[config.mk]
export PLATFORM = sky130hd
export DESIGN_NAME = banked_register_file_access_unit
export DESIGN_NICKNAME = d
export VERILOG_FILES = /design/src/sv/brfa_pkg.sv /design/src/sv/brfa_decode.sv /design/src/sv/banked_register_file_access_unit.sv
export SDC_FILE = /design/constraint.sdc
export NUM_CORES = 1
export LEC_CHECK = 0
export BUFFER_PORTS_ARGS = -buffer_cell sky130_fd_sc_hd__clkbuf_2
export CORE_MARGIN = 2
export CORE_UTILIZATION = 45
export DETAILED_ROUTE_END_ITERATION = 16
export PLACE_DENSITY = 0.67
export SYNTH_ARGS = -nofsm -noshare
export SYNTH_HDL_FRONTEND = slang
export SYNTH_SLANG_ARGS = --single-unit
[constraint.sdc]
create_clock -name clk -period 3.1 [get_ports clk]
set_input_delay 0.465 -clock clk [delete_from_list [all_inputs] [get_ports clk]]
set_output_delay 0.465 -clock clk [all_outputs]
set_load 0.005 [all_outputs]
[src/sv/brfa_pkg.sv]
`default_nettype none

package brfa_pkg;

	// command codes
	localparam logic [2:0] CMD_RD_REG    = 3'd0;
	localparam logic [2:0] CMD_WR_REG    = 3'd1;
	localparam logic [2:0] CMD_RD_FLAGS  = 3'd2;
	localparam logic [2:0] CMD_WR_FLAGS  = 3'd3;
	localparam logic [2:0] CMD_RD_STATUS = 3'd4;
	localparam logic [2:0] CMD_WR_STATUS = 3'd5;
	localparam logic [2:0] CMD_RD_PC     = 3'd6;
	localparam logic [2:0] CMD_WR_PC     = 3'd7;

	// access sizes
	localparam logic [1:0] SIZE_BYTE = 2'd0;
	localparam logic [1:0] SIZE_WORD = 2'd1;
	localparam logic [1:0] SIZE_LONG = 2'd2;
	localparam logic [1:0] SIZE_BAD  = 2'd3;

	// high nibble of the register code for the windowed regions
	localparam logic [3:0] REGION_PREV  = 4'hd;
	localparam logic [3:0] REGION_CUR   = 4'he;
	localparam logic [3:0] REGION_INDEX = 4'hf;

	// status word bits that always read as one (bits 11 and 15)
	localparam logic [15:0] STATUS_FIXED = 16'h8800;

	// decoded register access
	typedef struct packed {
		logic       hit;
		logic       is_index;
		logic [3:0] bank_idx;
		logic [1:0] idx_sel;
		logic [3:0] byte_en;
		logic [4:0] shift;
	} brfa_dec_t;

	// flag set c,n,v,h,z,s to its byte image
	function automatic logic [7:0] flags_to_byte(input logic [5:0] f);
		return {f[5], f[4], 1'b0, f[3], 1'b0, f[2], f[1], f[0]};
	endfunction

	// byte image back to the packed flag set
	function automatic logic [5:0] byte_to_flags(input logic [7:0] b);
		return {b[7], b[6], b[4], b[2], b[1], b[0]};
	endfunction

endpackage

`default_nettype wire

[src/sv/brfa_decode.sv]
`default_nettype none

module brfa_decode import brfa_pkg::*; (
	input  wire logic [7:0] register_code,
	input  wire logic [1:0] access_size,
	input  wire logic [1:0] bank_pointer,
	output brfa_dec_t       dec
);

	logic [1:0] reg_sel;
	logic [1:0] prev_bank;
	logic [1:0] lane;

	assign reg_sel   = register_code[3:2];
	assign prev_bank = bank_pointer - 2'd1;

	// region decode
	always_comb begin
		dec.hit      = 1'b1;
		dec.is_index = 1'b0;
		dec.bank_idx = {register_code[5:4], reg_sel};
		dec.idx_sel  = reg_sel;
		if (register_code[7:6] == 2'b00) begin
			dec.bank_idx = {register_code[5:4], reg_sel};
		end else if (register_code[7:4] == REGION_PREV) begin
			dec.bank_idx = {prev_bank, reg_sel};
		end else if (register_code[7:4] == REGION_CUR) begin
			dec.bank_idx = {bank_pointer, reg_sel};
		end else if (register_code[7:4] == REGION_INDEX) begin
			dec.is_index = 1'b1;
		end else begin
			dec.hit = 1'b0;
		end
		if (access_size == SIZE_BAD) begin
			dec.hit = 1'b0;
		end

		// byte lane select
		lane = 2'd0;
		dec.byte_en = 4'b1111;
		unique case (access_size)
			SIZE_BYTE: begin
				lane = register_code[1:0];
				dec.byte_en = 4'b0001 << register_code[1:0];
			end
			SIZE_WORD: begin
				lane = {register_code[1], 1'b0};
				dec.byte_en = register_code[1] ? 4'b1100 : 4'b0011;
			end
			SIZE_LONG: begin
				lane = 2'd0;
				dec.byte_en = 4'b1111;
			end
			SIZE_BAD: begin
				lane = 2'd0;
				dec.byte_en = 4'b0000;
			end
		endcase
		dec.shift = {lane, 3'b000};
	end

endmodule

`default_nettype wire

[src/sv/banked_register_file_access_unit.sv]
// banked register file access unit
//
// input channel s_*: one access per transaction. s_tuser carries the command,
// s_tdata the access size, register code, flag set select and write data.
// output channel m_*: one result per access, m_tdata is the read value
// (zero for writes and misses), m_tuser flags a mapped register.
// path: the access register captures the input transaction; the access is then
// decoded, reads or updates the register state and loads the result register,
// which offers the result.
// throughput: one access per cycle while the receiver does not stall, set by
// the single decode and byte-lane path between the access register and the
// result register; an access issued right after a write sees the written value.
// when the receiver stalls, the result register holds and the access
// register holds behind it, so s_tready drops only while both are full.
// reset clears all banks, index registers, both flag sets, bank pointer,
// interrupt mask and program counter to zero and empties both registers.
`default_nettype none

module banked_register_file_access_unit import brfa_pkg::*; (
	input  wire logic        clk,
	input  wire logic        arst_n,
	input  wire logic        s_tvalid,
	output logic             s_tready,
	// [1:0] access_size, [9:2] register_code, [10] flag_set,
	// [42:11] write_data, [47:43] zero
	input  wire logic [47:0] s_tdata,
	// [2:0] command
	input  wire logic [2:0]  s_tuser,
	output logic             m_tvalid,
	input  wire logic        m_tready,
	// [31:0] read_data
	output logic [31:0]      m_tdata,
	// [0] mapped
	output logic [0:0]       m_tuser
);

	// access register
	logic        valid_s1;
	logic [2:0]  command_s1;
	logic [1:0]  size_s1;
	logic [7:0]  code_s1;
	logic        fset_s1;
	logic [31:0] wdata_s1;

	// result register
	logic        out_valid_q;
	logic [31:0] out_data_q;
	logic        out_mapped_q;

	// register state
	logic [31:0] bank_q [16];
	logic [31:0] index_q [4];
	logic [5:0]  main_flags_q;
	logic [5:0]  alt_flags_q;
	logic [1:0]  bank_pointer_q;
	logic [2:0]  int_mask_q;
	logic [31:0] pc_q;

	logic        advance;
	brfa_dec_t   dec;
	logic [31:0] sel_reg;
	logic [31:0] lane_mask;
	logic [31:0] reg_rd;
	logic [31:0] reg_wr;
	logic [31:0] rd_data;
	logic        rd_mapped;

	assign advance  = valid_s1 && (!out_valid_q || m_tready);
	assign s_tready = !valid_s1 || advance;

	// capture the incoming transaction
	always_ff @(posedge clk or negedge arst_n) begin
		if (!arst_n) begin
			valid_s1 <= 1'b0;
		end else if (s_tready) begin
			valid_s1 <= s_tvalid;
		end
	end

	always_ff @(posedge clk) begin
		if (s_tready && s_tvalid) begin
			command_s1 <= s_tuser;
			size_s1    <= s_tdata[1:0];
			code_s1    <= s_tdata[9:2];
			fset_s1    <= s_tdata[10];
			wdata_s1   <= s_tdata[42:11];
		end
	end

	brfa_decode u_decode (
		.register_code (code_s1),
		.access_size   (size_s1),
		.bank_pointer  (bank_pointer_q),
		.dec           (dec)
	);

	// byte lane read and merge
	assign sel_reg   = dec.is_index ? index_q[dec.idx_sel] : bank_q[dec.bank_idx];
	assign lane_mask = {{8{dec.byte_en[3]}}, {8{dec.byte_en[2]}},
		{8{dec.byte_en[1]}}, {8{dec.byte_en[0]}}};
	assign reg_rd    = (sel_reg & lane_mask) >> dec.shift;
	assign reg_wr    = (sel_reg & ~lane_mask) | ((wdata_s1 << dec.shift) & lane_mask);

	// result value per command
	always_comb begin
		rd_data   = 32'd0;
		rd_mapped = 1'b1;
		unique case (command_s1)
			CMD_RD_REG: begin
				rd_mapped = dec.hit;
				rd_data   = dec.hit ? reg_rd : 32'd0;
			end
			CMD_WR_REG: begin
				rd_mapped = dec.hit;
			end
			CMD_RD_FLAGS: begin
				rd_data = {24'd0, flags_to_byte(fset_s1 ? alt_flags_q : main_flags_q)};
			end
			CMD_RD_STATUS: begin
				rd_data = {16'd0, STATUS_FIXED | {1'b0, int_mask_q, 2'b00, bank_pointer_q,
					flags_to_byte(main_flags_q)}};
			end
			CMD_RD_PC: begin
				rd_data = pc_q;
			end
			CMD_WR_FLAGS, CMD_WR_STATUS, CMD_WR_PC: begin
				rd_data = 32'd0;
			end
		endcase
	end

	// state updates
	always_ff @(posedge clk or negedge arst_n) begin
		if (!arst_n) begin
			for (int i = 0; i < 16; i++) begin
				bank_q[i] <= 32'd0;
			end
			for (int i = 0; i < 4; i++) begin
				index_q[i] <= 32'd0;
			end
			main_flags_q   <= 6'd0;
			alt_flags_q    <= 6'd0;
			bank_pointer_q <= 2'd0;
			int_mask_q     <= 3'd0;
			pc_q           <= 32'd0;
		end else if (advance) begin
			if (command_s1 == CMD_WR_REG && dec.hit) begin
				if (dec.is_index) begin
					index_q[dec.idx_sel] <= reg_wr;
				end else begin
					bank_q[dec.bank_idx] <= reg_wr;
				end
			end
			if (command_s1 == CMD_WR_FLAGS) begin
				if (fset_s1) begin
					alt_flags_q <= byte_to_flags(wdata_s1[7:0]);
				end else begin
					main_flags_q <= byte_to_flags(wdata_s1[7:0]);
				end
			end
			if (command_s1 == CMD_WR_STATUS) begin
				main_flags_q   <= byte_to_flags(wdata_s1[7:0]);
				bank_pointer_q <= wdata_s1[9:8];
				int_mask_q     <= wdata_s1[14:12];
			end
			if (command_s1 == CMD_WR_PC) begin
				pc_q <= wdata_s1;
			end
		end
	end

	// result register
	always_ff @(posedge clk or negedge arst_n) begin
		if (!arst_n) begin
			out_valid_q <= 1'b0;
		end else if (advance) begin
			out_valid_q <= 1'b1;
		end else if (m_tready) begin
			out_valid_q <= 1'b0;
		end
	end

	always_ff @(posedge clk) begin
		if (advance) begin
			out_data_q   <= rd_data;
			out_mapped_q <= rd_mapped;
		end
	end

	assign m_tvalid   = out_valid_q;
	assign m_tdata    = out_data_q;
	assign m_tuser[0] = out_mapped_q;

`ifndef SYNTHESIS
	// input stalls only when both registers are full and the output is stalled
	assert property (@(posedge clk) disable iff (!arst_n)
		!s_tready |-> (valid_s1 && out_valid_q && !m_tready))
		else $error("input stalled without a full pipeline");

	// every write returns zero data
	assert property (@(posedge clk) disable iff (!arst_n)
		(advance && (command_s1 == CMD_WR_REG || command_s1 == CMD_WR_FLAGS ||
		command_s1 == CMD_WR_STATUS || command_s1 == CMD_WR_PC)) |=> (m_tdata == 32'd0))
		else $error("write transaction returned nonzero data");

	// a miss reads as zero
	assert property (@(posedge clk) disable iff (!arst_n)
		(m_tvalid && !m_tuser[0]) |-> (m_tdata == 32'd0))
		else $error("unmapped access returned nonzero data");

	// bank pointer moves only through a status write
	assert property (@(posedge clk) disable iff (!arst_n)
		!$stable(bank_pointer_q) |-> $past(advance && command_s1 == CMD_WR_STATUS))
		else $error("bank pointer changed without a status write");

	// the program counter moves only through a pc write
	assert property (@(posedge clk) disable iff (!arst_n)
		!$stable(pc_q) |-> $past(advance && command_s1 == CMD_WR_PC))
		else $error("program counter changed without a pc write");
`endif

endmodule

`default_nettype wire
**After elaboration in Yosys (flattened, before gate mapping)**

Index checks and enable logic that the tools add are counted.

- Add/sub/neg operators: 1
- $lt $le $gt $ge: 4
- Equality and inequality tests: 14
- Shifts and indexed selects: 3
- Mux-type cells: 32
- Bitwise gates (word level): 8
- Reduce and logical (&&, ||, !) cells: 22

Operators with widths:

| operator | number |
|---|---|
| $bwmux 512 | 1 |
| $mux 32 | 8 |
| $bmux 32 s4 | 1 |
| $bwmux 128 | 1 |
| $demux 32 s4 | 1 |
| $pmux 32 s4 | 1 |
| $and 32x32->32 | 3 |
| $bmux 32 s2 | 1 |
| $demux 32 s2 | 1 |
| $not 32->32 | 1 |
| $or 32x32->32 | 1 |
| $shl 32x5->32 | 1 |
| $shr 32x5->32 | 1 |
| $mux 6 | 4 |
| $mux 4 | 4 |
| $pmux 4 s4 | 1 |
| $eq 3x3->1 const B | 4 |
| $eq 4x4->1 const B | 3 |
| $reduce_and 3->1 | 4 |
| $eq 3x2->1 const B | 2 |
| $mux 2 | 3 |
| $pmux 2 s3 | 1 |
| $ge 5x5->1 const B | 1 |
| $logic_and 1x1->1 | 5 |
| 20 further kinds | 30 |

- Register bits after elaboration: 770
- Input port bits: 55
- Output and inout bits: 35
- Logic and storage cells: 118

**Depth between registers and ports, before layout**

Gate-level depths: netlist of the first run.

- Word-level depth: 13
- Mapped depth: 10
- Mapped depth without buffers: 6

**By module**

From an unflattened synthesis of the first run, not the netlist that was laid out.

- Cells, all modules: 3193
- Area total of the unflattened synthesis: 37126.9 um^2

Modules (own cells, without submodules):

| module | times used | cells an instance | area an instance (um^2) | seq. area each (um^2) |
|---|---|---|---|---|
| banked_register_file_access_unit | 1 | 3159 | 36921.7 | 19663.9 |
| brfa_decode | 1 | 34 | 205.2 | 0.0 |

**Least setup slack after synthesis of the first run**

No wires, ideal clock.

- Kind: register -> register
- From: reg size_s1[0]
- To: reg bank_q[154] (netlist bit)
- Library setup time: 0.136 ns
- Arrival time: 2.209 ns
- Required time: 2.964 ns
- Slack: 0.755 ns
- Stages on the path, launching flop included: 10
- Cells stage by stage: edfxtp_1 > buf_2 > nor3b_2 > buf_2 > mux4_2 > nand2_1 > nand2_1 > a21oi_1 > clkbuf_1 > o21ai_0

- Word-level cells in the longest chain between the ends: 7
- Elaborated cells between the ends (all ways): 16

Ends and longest elaborated chain:

| item | RTL line | RTL |
|---|---|---|
| from (decl) | banked_register_file_access_unit.sv:40 | `logic [1:0] size_s1;` |
| from (signal assigned) | banked_register_file_access_unit.sv:83 | `size_s1 <= s_tdata[1:0];` |
| $eq 2x2->1 (on tied branches) | brfa_decode.sv:41, brfa_decode.sv:34 |  |
| $reduce_or 2->1 (no line) | - |  |
| $pmux 2 s3 | brfa_decode.sv:41 | `unique case (access_size)` |
| $shl 32x5->32 | banked_register_file_access_unit.sv:102 | `assign reg_wr = (sel_reg & ~lane_mask) \| ((wdata_s1 << dec.shift) & lane_mask);` |
| $and 32x32->32 | banked_register_file_access_unit.sv:102 |  |
| $or 32x32->32 | banked_register_file_access_unit.sv:102 |  |
| $bwmux 512 | banked_register_file_access_unit.sv:151 | `bank_q[dec.bank_idx] <= reg_wr;` |
| to (signal, indexed assignment) | banked_register_file_access_unit.sv:151 |  |
| to (decl) | banked_register_file_access_unit.sv:51 | `logic [31:0] bank_q [16];` |

Parallel ways exist; a longest one is shown, timed or not.
A chain may end at the register's enable or synchronous reset.

**Final worst setup path of the first run**

- From: reg code_s1[2]
- To: reg out_data_q[16] (netlist: m_tdata[16]), data pin

- Word-level cells in the longest chain between the ends: 12
- Elaborated cells between the ends (all ways): 16

Ends and longest elaborated chain:

| item | RTL line | RTL |
|---|---|---|
| from (decl) | banked_register_file_access_unit.sv:41 | `logic [7:0] code_s1;` |
| from (signal assigned) | banked_register_file_access_unit.sv:84 | `code_s1 <= s_tdata[9:2];` |
| $mux 4 | brfa_decode.sv:27 | `end else if (register_code[7:4] == REGION_CUR) begin` |
| $mux 4 | brfa_decode.sv:25 | `end else if (register_code[7:4] == REGION_PREV) begin` |
| $mux 4 | brfa_decode.sv:23 | `if (register_code[7:6] == 2'b00) begin` |
| $not 4->5 (implied by the code) | banked_register_file_access_unit.sv:98 | `assign sel_reg = dec.is_index ? index_q[dec.idx_sel] : bank_q[dec.bank_idx];` |
| $bmux 32 s4 | banked_register_file_access_unit.sv:98 |  |
| $mux 32 (implied by the code) (2 in a row) | banked_register_file_access_unit.sv:98 |  |
| $mux 32 (*) | banked_register_file_access_unit.sv:98 |  |
| $and 32x32->32 (*) | banked_register_file_access_unit.sv:101 | `assign reg_rd = (sel_reg & lane_mask) >> dec.shift;` |
| $shr 32x5->32 (*) | banked_register_file_access_unit.sv:101 |  |
| $mux 32 (*) | banked_register_file_access_unit.sv:111 | `rd_data = dec.hit ? reg_rd : 32'd0;` |
| $pmux 32 s4 (*) | banked_register_file_access_unit.sv:108 | `unique case (command_s1)` |
| to (signal assigned) | banked_register_file_access_unit.sv:185 | `out_data_q <= rd_data;` |
| to (decl) | banked_register_file_access_unit.sv:47 | `logic [31:0] out_data_q;` |

Every way passes the cells marked *; elsewhere a longest branch is shown, timed or not. The select of a mux whose other input is x is not followed.

==> results.json, run 1 <==
{
  "status": "completed",
  "cp_max_fo": 32,
  "synth_edf_count": 79,
  "seq_area_frac_synth_pct": 56.78,
  "finalSetupTns_ps": 0,
  "start_util_pct": 45.53,
  "p_per_area_mw_per_mm2": 586.1,
  "clock_latency_ps": 640,
  "critPathCaptureType": "flop",
  "drtAntennaViolNets": 0,
  "worstHoldPathCells": 1,
  "hold_class": "in2reg",
  "drive_gt1_share_pct": 20.24,
  "root_buffer": "clkbuf_16",
  "p_leak_nw": 16.95,
  "min_from": "s_tdata[37]",
  "num_io_pins": 90,
  "rows": 101,
  "fmax_mhz": 336.3,
  "grt_overflow": 0,
  "yosysUniqueCellTypes": 69,
  "whs_endpoint": "wdata_s1[26]$_DFFE_PP_",
  "r2r_slack_ps": 130,
  "rsz0062_at_grt": "no",
  "grt_max_degree": 114,
  "setup_viol": 0,
  "grt.total_usage_pct": 25.92,
  "grt_pass1_vias": 24740,
  "start_kind": "flop",
  "core-area_sq_mm": 0.07608,
  "chipWidth_um": 281.4,
  "ys_ff_latch": 770,
  "cp.required_ps": 3450,
  "slew_violations": 0,
  "antenna_found_initial": 0,
  "clk_pin_slew_worst_paths_ps": 60,
  "gp_congestion": 0.9401,
  "reg2reg_to": "m_tdata[16]$_SDFFCE_PN0P_",
  "drv_cap": 0,
  "synth_async_sr_flop_share_pct": 89.74,
  "synth_fp_nets": 3205,
  "placedCellCount": 4160,
  "drtIter0Drc": 2794,
  "max-vdd-ir-drop_mv": 0.3749,
  "max_slew_margin_pct": 21.72,
  "synthCells": 3150,
  "post_drt_wl_per_cell_um": 23.30,
  "setup_ws_ps": 126.8,
  "final_nets": 3279,
  "finalHoldViolCount": 0,
  "die_area_sq_mm": 0.07920,
  "remaining_drc_errors": 0,
  "portBuffers": 84,
  "reg2reg_from": "code_s1[2]$_DFFE_PP_",
  "numClockSinks": 770,
  "finalPower_w": 0.02328,
  "hpwl_um": 63170,
  "period_minus_slack_ps": 2973,
  "dp_slack_ps": 146.3,
  "cts_buffer_depth": 3,
  "fill_cells": 6695,
  "post-route-period-util_pct": 95.91,
  "synth_warnings": 0,
  "cts_made_buffers": 77,
  "drt_pre_antenna_iters": 6,
  "h-tree-depth": 3,
  "syn_area_sq_mm": 0.03463,
  "vias_per_cell": 5.890,
  "finalNonFillerCells": 4316,
  "ys.flop_type": "dfrtp_1",
  "routed_wl_um": 100600,
  "diodes": 0,
  "max_slew.worst_pin.slew_ps": 1163,
  "tritoncts": "built",
  "clock_skew_ps": 23.76,
  "avgSynthCellArea_sq_um": 11.00,
  "reg2reg_depth": 6,
  "grt_pass1_wl_um": 154700,
  "crit_type": "reg2reg",
  "num_vias": 25420,
  "dieHeight_um": 281.4,
  "area_delta_synth_final_pct": 14.69,
  "worstPathArrival_ps": 3320
}
layout make-up:
type                            instances  area, sq um  area share [%]
Clock buffer                          125         2426           6.108
Clock inverter                         16        187.7          0.4725
Inverter                                3        11.26         0.02835
Multi-Input combinational cell       2090        13830           34.81
Sequential cell                       770        19660           49.51
Tap cell                             1030         1289           3.245
Timing Repair Buffer                  282         2317           5.834
synthesized netlist by cell type (all sizes together) (2+ instances only):
| library cell | count | share of area (%) |
|---|---|---|
| and2 | 13 | 0.23 |
| a31oi | 6 | 0.11 |
| nor2b | 31 | 0.56 |
| nand2 | 691 | 7.5 |
| o21a | 2 | 0.043 |
| inv | 3 | 0.033 |
| or2 | 15 | 0.27 |
| a22o | 8 | 0.20 |
| a211oi | 11 | 0.24 |
| nand2b | 12 | 0.22 |
| edfxtp | 79 | 6.8 |
| or4 | 2 | 0.043 |
| or3 | 3 | 0.054 |
| dfrtp | 691 | 50 |
| nand4 | 3 | 0.054 |
| o221a | 11 | 0.36 |
| o22a | 5 | 0.13 |
| mux2i | 26 | 0.75 |
| clkbuf | 218 | 2.4 |
| nor3 | 16 | 0.26 |
| nor3b | 2 | 0.058 |
| buf | 69 | 1.1 |
| o21ai | 619 | 8.9 |
| o31ai | 61 | 1.3 |
| mux4 | 166 | 11 |
| nor4 | 21 | 0.50 |
| a22oi | 20 | 0.43 |
| o22ai | 8 | 0.14 |
| nor2 | 77 | 0.84 |
| a21oi | 117 | 1.7 |
| nand3 | 31 | 0.66 |
| mux2 | 54 | 1.8 |
| nand3b | 4 | 0.16 |
| and3 | 2 | 0.036 |
| a221oi | 7 | 0.18 |
| a21o | 12 | 0.26 |
| o32ai | 6 | 0.15 |
| a311oi | 2 | 0.051 |
| a32oi | 4 | 0.10 |
| a221o | 6 | 0.17 |
| o211ai | 2 | 0.043 |
worst max-delay path by stage:
stage / startpoint / endpoint / slack [ps] / cells past startpoint
floorplan: size_s1[0]$_DFFE_PP_ / bank_q[154]$_DFFE_PN0P_ / 760 / 9
global placement: code_s1[2]$_DFFE_PP_ / m_tdata[4]$_SDFFCE_PN0P_ / 120 / 8
detailed placement: code_s1[2]$_DFFE_PP_ / m_tdata[4]$_SDFFCE_PN0P_ / 150 / 8
CTS: size_s1[0]$_DFFE_PP_ / m_tdata[3]$_SDFFCE_PN0P_ / 110 / 6
global route: code_s1[2]$_DFFE_PP_ / m_tdata[16]$_SDFFCE_PN0P_ / 60 / 6
finish: code_s1[2]$_DFFE_PP_ / m_tdata[16]$_SDFFCE_PN0P_ / 130 / 6
cell families (layout without fill, tap and decap cells):
group / after synthesis / in the layout / synth area share [%]
DFF: 770 / 770 / 56.78
muxes: 246 / 246 / 13.30
AOI/OAI and AO/OA: 916 / 916 / 14.81
buffers and inverters: 290 / 426 / 3.529
and+or+nand+nor: 928 / 928 / 11.59
routing by layer:
layer	GRT usage (%)	part of all wire (%)	wire (um)	vias to the layer above
met3	4.218	8.0	8093	246
li1	-	-	-	11440
met5	0	0	0	-
met2	40.88	46	46190	1058
met4	10.22	3.9	3920	0
met1	36.16	42	42370	12680
metrics by stage:
step | hold WS (ps) | instance area [sq um] | util, %
floorplan | 169.4 | 34630 | -
global placement | 401.5 | 36950 | 48.57
detailed placement | 399.5 | 36950 | 48.57
CTS | 0.7472 | 39710 | 52.20
global route | 10.95 | 39720 | 52.21
finish | 14.05 | 39720 | 52.21
report_power, final:
group          switching, W  internal [W]
clock               0.00400       0.00562
sequential         0.000325        0.0107
combinational       0.00162       0.00100
total               0.00594        0.0173
repair_timing:
| action | 4_1_cts | 5_1_grt |
|---|---|---|
| endpoints found under the hold margin | 46 | 0 |
| resized for setup | 0 | 3 |
| buffers inserted | 0 | 0 |
| endpoints found under the setup margin | 0 | 10 |
| hold buffers | 15 | 0 |
critical path: stages, from the launching register on:
cell	delay [ps]
edfxtp_1	440
buf_12	310
buf_4	290
mux4_2	590
a22o_1	260
a22oi_1	610
o21ai_0	180
flip-flops by register name, indices dropped and copies added (netlist names):
register,flops
bank_q,512
index_q,128
m_tdata,32
pc_q,32
wdata_s1,32
code_s1,8
alt_flags_q,6
main_flags_q,6
command_s1,3
int_mask_q,3
bank_pointer_q,2
size_s1,2
fset_s1,1
m_tuser,1
m_tvalid,1
valid_s1,1
placed cells by master, fill, tap and decap left out, types with 15 or more instances in the layout:
cell type / instances
buf_12: 29
nor4_1: 16
clkbuf_16: 84
buf_4: 154
a21oi_1: 117
nor3_1: 15
o21ai_1: 301
nor2b_1: 30
mux2i_1: 26
nand2_1: 685
a22oi_1: 19
nor2_1: 74
nand3_1: 23
mux2_2: 54
o21ai_0: 317
mux4_2: 166
dlygate4sd3_1: 15
clkbuf_2: 83
o31ai_1: 61
clkbuf_8: 17
dfrtp_1: 691
edfxtp_1: 79
clkbuf_1: 24
Note: power is estimated with default switching activity, not from simulation.
==> inputs of run 2 (changes only) <==
==> constraint.sdc (replaced) <==
create_clock -name clk -period 3.1 [get_ports clk]
set_input_delay 0.155 -clock clk [delete_from_list [all_inputs] [get_ports clk]]
set_output_delay 0.155 -clock clk [all_outputs]
set_load 0.005 [all_outputs]
==> run 2 against run 1 <==
Sequential cell count unchanged. Clock power increased by 2.8%. Critical endpoint is now bank_q[151]$_DFFE_PN0P_. Sequential share of layout area is 0.65 points lower. Critical path depth up 1. Largest power group unchanged.
==> results.json, run 2 (same netlist as run 1, synthesis figures left out) <==
{
  "p_per_area_mw_per_mm2": 587.6,
  "rows": 101,
  "finalNonFillerCells": 4352,
  "rsz0062_at_grt": "no",
  "drive_gt1_share_pct": 20.08,
  "final_area_sq_mm": 0.04025,
  "reg2reg_from": "bank_pointer_q[1]$_DFFE_PN0P_",
  "dpl_cell_area_sq_mm": 0.03705,
  "grt_max_degree": 88,
  "fill_cells": 6562,
  "chipWidth_um": 281.4,
  "post-route-period-util_pct": 94.55,
  "finalSetupTns_ps": 0,
  "pwr-share-seq_pct": 46.7,
  "sw_frac_of_total_pct": 25.40,
  "final_nets": 3316,
  "vias_per_cell": 5.927,
  "post_drt_wl_per_cell_um": 23.72,
  "max_slew.worst_pin.slew_ps": 1060,
  "grt_pass1_wl_um": 159000,
  "final_cell_mix": "dfrtp_1 (691), nand2_1 (685), o21ai_0 (318), o21ai_1 (300), mux4_2 (166)",
  "p_leak_nw": 17.16,
  "drt_pre_antenna_iters": 8,
  "hpwl_um": 65210,
  "finalHoldViolCount": 0,
  "fmax_mhz": 341.2,
  "h-tree-depth": 3,
  "dieHeight_um": 281.4,
  "max-vdd-ir-drop_mv": 0.3976,
  "cp.required_ps": 3570,
  "remaining_drc_errors": 0,
  "drtAntennaViolNets": 0,
  "start_util_pct": 45.53,
  "cts_buffer_depth": 3,
  "top_regs": "bank_q (512), index_q (128)",
  "status": "completed",
  "routed_wl_um": 103200,
  "gp_congestion": 0.9312,
  "worstPathArrival_ps": 3410,
  "placedCellCount": 4160,
  "reg2reg_to": "bank_q[151]$_DFFE_PN0P_",
  "portBuffers": 84,
  "grt_pass1_vias": 25520,
  "core-area_sq_mm": 0.07608,
  "clkPwrFrac_pct": 41.8,
  "die_area_sq_mm": 0.07920,
  "num_vias": 25800,
  "period_minus_slack_ps": 2931,
  "final_core_util_pct": 52.91,
  "p_switching_w": 0.006006,
  "num_io_pins": 90,
  "cts_made_buffers": 79,
  "clock_latency_ps": 640,
  "reg2reg_depth": 7,
  "clock_skew_ps": 29.50,
  "largest_reg_flops": 512,
  "crit_type": "reg2reg",
  "critPathCaptureType": "flop",
  "tritoncts": "built",
  "drv_cap": 0,
  "numClockSinks": 770,
  "max_slew_margin_pct": 28.77,
  "r2r_slack_ps": 170,
  "root_buffer": "clkbuf_16",
  "cp_max_fo": 20,
  "drtIter0Drc": 2815,
  "grt.total_usage_pct": 26.51,
  "area_delta_synth_final_pct": 16.21,
  "finalPower_w": 0.02365,
  "top_register": "bank_q",
  "start_kind": "flop",
  "antenna_found_initial": 1,
  "slew_violations": 0,
  "final_common_cell": "dfrtp_1",
  "clk_pin_slew_worst_paths_ps": 60,
  "setup_viol": 0,
  "combPwrFrac_pct": 11.5,
  "hold_class": "in2async",
  "grt_overflow": 0,
  "power.internal_w": 0.01764,
  "post-cts-setup-buffers": 0
}
run 2: changes by cell type in the layout (fill, tap and decap cells not counted), moves of 3 or more:
cell and change:
dlygate4sd3_1 +35, buf_12 +8, buf_4 -8, clkbuf_8 -6
bufinv_16 +5, clkinvlp_4 +4, clkbuf_1 -3
run 2: how the worst max path moves through the flow:
stage | startpoint | to | slack [ps]
6_report | bank_pointer_q[1]$_DFFE_PN0P_ | bank_q[151]$_DFFE_PN0P_ | 170
5_1_grt | code_s1[2]$_DFFE_PP_ | bank_q[87]$_DFFE_PN0P_ | 30
4_1_cts | size_s1[0]$_DFFE_PP_ | m_tdata[7]$_SDFFCE_PN0P_ | 160
3_5_place_dp | size_s1[0]$_DFFE_PP_ | m_tdata[7]$_SDFFCE_PN0P_ | 180
3_3_place_gp | size_s1[0]$_DFFE_PP_ | m_tdata[7]$_SDFFCE_PN0P_ | 210
2_1_floorplan | size_s1[0]$_DFFE_PP_ | bank_q[154]$_DFFE_PN0P_ | 760
run 2: worst max-delay path, stage by stage (launching register included):
cell	delay (ps)
dfrtp_1	490
nand4b_1	250
or2_2	380
and2_1	320
o221ai_1	250
buf_4	170
o31a_1	720
o21ai_1	170
run 2: final cells by class:
| type | count | area (sq um) | share of cell area [%] |
|---|---|---|---|
| tap | 1030 | 1289 | 3.202 |
| antenna | 1 | 2.502 | 0.006217 |
| timing repair buffer | 317 | 2768 | 6.876 |
| sequential | 770 | 19660 | 48.85 |
| clock buffer | 116 | 2332 | 5.794 |
| inverter | 3 | 11.26 | 0.02798 |
| clock inverter | 25 | 352.8 | 0.8766 |
| multi-input combinational | 2090 | 13830 | 34.36 |
run 2: power by group through the flow:
| stage | sequential [W] | clock, W | combinational [W] |
|---|---|---|---|
| 4_1_cts | 0.0110 | 0.0100 | 0.00268 |
| 3_3_place_gp | 0.0112 | 0 | 0.00258 |
| 5_1_grt | 0.0111 | 0.0104 | 0.00292 |
| 2_1_floorplan | 0.0111 | 0 | 0.00155 |
| 6_report | 0.0110 | 0.00989 | 0.00272 |
| 3_5_place_dp | 0.0112 | 0 | 0.00261 |
run 2: routing by layer:
metal	track usage, %	vias up	share of wire (%)
met5	0	-	0.015
met4	11.16	2	4.1
met3	4.168	250	7.6
met2	41.51	1103	46
met1	37.03	12940	42
li1	-	11500	-
run 2: repair_timing:
action,in CTS,in global routing
endpoints found under the setup margin,0,3
hold buffers,50,0
endpoints found under the hold margin,107,0
resized for setup,0,2
run 2: metrics by stage:
stage / hold slack (ps) / setup slack [ps]
after detailed placement: 218.8 / 182.9
after CTS: 153.1 / 155.5
after global routing: 190.3 / 32.32
after global placement: 219.0 / 214.2
final: 155.9 / 168.9
after floorplan: -140.6 / 755.3
